[src/hdl/spq_pkg.sv]
package spq_pkg;

    // Queue geometry.
    localparam int DEPTH       = 64;
    localparam int DATA_WIDTH  = 32;
    localparam int PRIO_WIDTH  = 8;
    localparam int COUNT_WIDTH = $clog2(DEPTH + 1);

    // Request codes.
    localparam logic REQ_INSERT = 1'b0;
    localparam logic REQ_REMOVE = 1'b1;

    // Status codes.
    localparam logic [1:0] STATUS_DONE      = 2'd0;
    localparam logic [1:0] STATUS_UNDERFLOW = 2'd1;
    localparam logic [1:0] STATUS_OVERFLOW  = 2'd2;

    // One stored entry.
    typedef struct packed {
        logic signed [DATA_WIDTH-1:0] data_value;
        logic        [PRIO_WIDTH-1:0] priority_level;
    } spq_entry_t;

    // Request word.
    typedef struct packed {
        logic                         req_type;
        logic signed [DATA_WIDTH-1:0] data_value;
        logic        [PRIO_WIDTH-1:0] priority_level;
    } spq_req_t;

    // Response word.
    typedef struct packed {
        logic        [1:0]             status;
        logic signed [DATA_WIDTH-1:0]  removed_data;
        logic        [PRIO_WIDTH-1:0]  removed_priority;
        logic        [COUNT_WIDTH-1:0] fill_count;
    } spq_rsp_t;

    // Command broadcast to every cell of the row.
    typedef struct packed {
        logic do_insert;
        logic do_remove;
    } spq_cmd_t;

endpackage

[src/hdl/spq_cell.sv]
module spq_cell
    import spq_pkg::*;
(
    input  logic       clk,
    input  spq_cmd_t   cmd,
    input  logic       occupied,
    input  logic       left_lower,
    input  spq_entry_t new_entry,
    input  spq_entry_t left_entry,
    input  spq_entry_t right_entry,
    output spq_entry_t entry,
    output logic       lower
);

    spq_entry_t entry_reg;
    spq_entry_t entry_next;

    // A free slot, or one holding a strictly lower priority, gives way to the new entry.
    always_comb
    begin
        lower = !occupied || (entry_reg.priority_level < new_entry.priority_level);
    end

    always_comb
    begin
        entry_next = entry_reg;
        if (cmd.do_insert && lower)
        begin
            // The first yielding slot takes the new entry; those behind it shift back.
            entry_next = left_lower ? left_entry : new_entry;
        end
        else if (cmd.do_remove)
        begin
            entry_next = right_entry;
        end
    end

    always_ff @(posedge clk)
    begin
        entry_reg <= entry_next;
    end

    assign entry = entry_reg;

endmodule

[config.mk]
export PLATFORM = sky130hd
export DESIGN_NAME = spq_cell
export DESIGN_NICKNAME = d
export VERILOG_FILES = /design/src/hdl/spq_pkg.sv /design/src/hdl/spq_cell.sv
export SDC_FILE = /design/constraint.sdc
export NUM_CORES = 1
export LEC_CHECK = 0
export BUFFER_PORTS_ARGS = -buffer_cell sky130_fd_sc_hd__buf_2
export CAP_MARGIN = 20
export CORE_MARGIN = 2
export CORE_UTILIZATION = 46
export DETAILED_ROUTE_END_ITERATION = 12
export PLACE_DENSITY = 0.94
export SETUP_SLACK_MARGIN = 0.2
export SYNTH_ARGS = -nofsm -noshare
export SYNTH_HDL_FRONTEND = slang
export SYNTH_SLANG_ARGS = --single-unit
[constraint.sdc]
create_clock -name clk -period 5.2 [get_ports clk]
set_input_delay 0.78 -clock clk [delete_from_list [all_inputs] [get_ports clk]]
set_output_delay 0.78 -clock clk [all_outputs]
set_load 0.02 [all_outputs]
==> impl_metrics.yaml <==
power_and_ir_drop:
  power_density_mw_per_mm2: 339
  p_clk_share_pct: 20.3
  share_seq_of_total_power_pct: 39.8
  p_leak_nw: 1.73
  switchingPower_mw: 0.365
  p_comb_share_pct: 39.9
  netSwitchingFraction_pct: 30.8
  max-vdd-ir-drop_v: 0.000161
  internal_power_mw: 0.822
place:
  gp_congestion: 0.741
  place_hpwl_mm: 4.36
  dpl.cell_count: 394
  portBuffers: 165
route:
  vias: 1949
  drt-total-wl_mm: 5.66
  drt-pass1-iter-count: 4
  drt_iter0_drc: 93
  drc: 0
  viasPerCell: 4.85
  wire_per_inst_um: 14.1
  ant_nets: 0
timing:
  timing.fmax_mhz: 349
  finalSetupViolCount: 0
  slew_violations: 0
  rsz0062_at_grt: "no"
  period_share_pct: 55.2
  hold_viol_final: 0
  slew_headroom_pct: 36.6
  tightest_slew_ns: 0.951
  clock_skew_ns: 0.0103
  setup_tns_ns: 0
  fin_crit_ns: 2.87
setup_path:
  r2r_setup_slack_ns: 2.55
  worstPathMaxFanout: 40
  worstPathArrival_ns: 2.91
  cpLargestDelayFamily: "compound AO/OA/AOI/OAI gates"
  worst-setup-path-type: "input port to flip-flop"
  crit_path_max_incr_delay_ns: 0.57
  cp_slowest_cell: "buf_4"
  worstSetupStartpoint: "new_entry[5]"
  timing.rr.start: "entry[5]$_DFFE_PP_"
  end_kind: "flip-flop"
  required_ns: 5.24
  cp-start-kind: "input port"
  crit_chain: "buf_2 -> inv_1 -> ha_1 -> a211o_1 -> a21oi_2 -> a21boi_2 -> o21ai_4 -> buf_4 -> mux2_2"
  cp.buffers_inverters: 3
layout:
  nets: 461
  area_growth_pct: 36.2
  multi_input_area_mm2: 0.00124
  antenna_cells: 0
  finalNonFillerCells: 402
  seq_area_mm2: 0.00120
  drive_above_1_share_pct: 76.1
  fillers: 414
  fin_util_pct: 64.3
  largest_reg_flops: 40
clocking:
  clk_pin_slew_ns: 0.08
  clkLatencyLatePin_ns: 0.28
  cts_buffers: 5
  clockBufferDepth: 2
  cts_resized: 0
  hold_buffers: 0
  tritoncts: "yes"
  cts_root_buf: "clkbuf_8"
  cts.sinks: 40
  htree_levels: 2
  cts_setup_buffers: 0
synthesis:
  synth_area_leaders: "edfxtp_1 (47%), mux2_4 (23%), mux2_2 (15%)"
  synth_cell_type_count: 21
  yosys_register_bits: 40
  synthCells: 165
  yosysMostFrequentCell: "edfxtp_1"
  synth_compound_gate_area_share_pct: 4.97
  synth_top_area_cell: "edfxtp_1"
  synth_area_per_cell_um2: 15.6
  synth_xor_xnor_area_share_pct: 0
  synth_simple_gate_area_share_pct: 2.05
  seq_area_frac_synth_pct: 46.8
  yosys_warnings: 0
  yosys-top-cells-count: "edfxtp_1 (40), mux2_4 (39), mux2_2 (34)"
  netlist_area_mm2: 0.00257
  synthArstFlopShare_pct: 0
  postSynthNetCount: 297
  synthMuxAreaShare_pct: 37.7
  synth-main-ff-cell: "edfxtp_1"
  synth_top_family_by_area: "multiplexers"
  synth_fa_ha_area_share_pct: 3.41
  synth_top_area_share_pct: 46.8
  synth_edf_count: 40
global_route:
  grt_pass1_vias: 1828
  grt_pass1_wl_mm: 8.17
  grt.total_usage_pct: 17.0
  grt_max_degree: 48
  overflow: 0
  grt_antenna_before_repair: 0
floorplan:
  initial_core_util_pct: 47.2
  rows: 27
  dieArea_mm2: 0.00620
  die_h_um: 78.7
  ios: 166
  die_w_um: 78.7
  core_area_mm2: 0.00544
worst_hold_path:
  hp-class: "input port to flip-flop"
  min_from: "right_entry[11]"
run_status:
  status: "finished clean"
run:
  drv_cap: 0
[worst reg2reg max path, cell delays in order (launching register included)]
cell and delay, ns:
edfxtp_1 0.39, ha_1 0.30, a211o_1 0.27, a21oi_2 0.20, a21boi_2 0.10, o21ai_4 0.13, buf_4 0.57, mux2_2 0.45
[cell usage in the layout (no fill, tap or decap)]
cell type / instances
clkbuf_8: 5
buf_2: 165
nor2_1: 1
mux2_4: 39
a21boi_2: 1
inv_1: 8
o21ai_4: 1
o21a_1: 2
a2111oi_2: 1
bufinv_16: 1
clkinv_1: 2
mux2_2: 34
ha_1: 7
a21oi_2: 1
buf_4: 1
a211o_1: 1
or2_2: 1
nand2_1: 8
nand2b_1: 1
nand4_1: 1
edfxtp_1: 40
o211ai_2: 1
o21ai_0: 8
[worst paths after layout]
kind / to / depth (start not counted)
min: entry[11]$_DFFE_PP_ / 2
min reg2reg: entry[3]$_DFFE_PP_ / 6
max: entry[39]$_DFFE_PP_ / 9
max reg2reg: entry[39]$_DFFE_PP_ / 7
[per-layer routing]
metal	share of wire (%)	global-route usage (%)
met4	0.87	5.26
met1	37	18.2
met5	0	0
met3	7.8	3.86
met2	54	33.0
[per-stage QoR]
| stage | hold slack (ns) | setup WS, ns | power, mW | instance area [µm²] |
|---|---|---|---|---|
| finish | 0.790 | 2.33 | 1.19 | 3500 |
| global route | 0.781 | 2.20 | 1.25 | 3500 |
| detailed placement | 1.09 | 2.01 | 0.959 | 3390 |
| global placement | 1.08 | 2.07 | 0.943 | 3390 |
| floorplan | 0.998 | 2.14 | 0.841 | 2570 |
| CTS | 0.777 | 2.33 | 1.20 | 3500 |
[power groups by stage]
| stage | clock network (mW) | registers [mW] | logic, mW |
|---|---|---|---|
| final | 0.240 | 0.473 | 0.474 |
| after global routing | 0.262 | 0.479 | 0.506 |
| after CTS | 0.249 | 0.474 | 0.479 |
| after detailed placement | 0 | 0.480 | 0.478 |
| after global placement | 0 | 0.477 | 0.465 |
| after floorplan | 0 | 0.576 | 0.265 |
[area by class of cell]
class                   instances  area share, %
well taps                      72           2.58
inverters                       8          0.859
repair buffers                166           23.8
multi-input cells             108           35.3
flip-flops and latches         40           34.3
clock buffers                   5           1.97
clock inverters                 3           1.07
[logic make-up after synthesis]
| group | after synthesis |
|---|---|
| AOI/OAI and AO/OA | 16 |
| adders and majority gates | 7 |
| buffers and inverters | 17 |
| DFF | 40 |
| muxes | 73 |
| and+or+nand+nor | 12 |
Note: power is estimated with default switching activity, not from simulation.
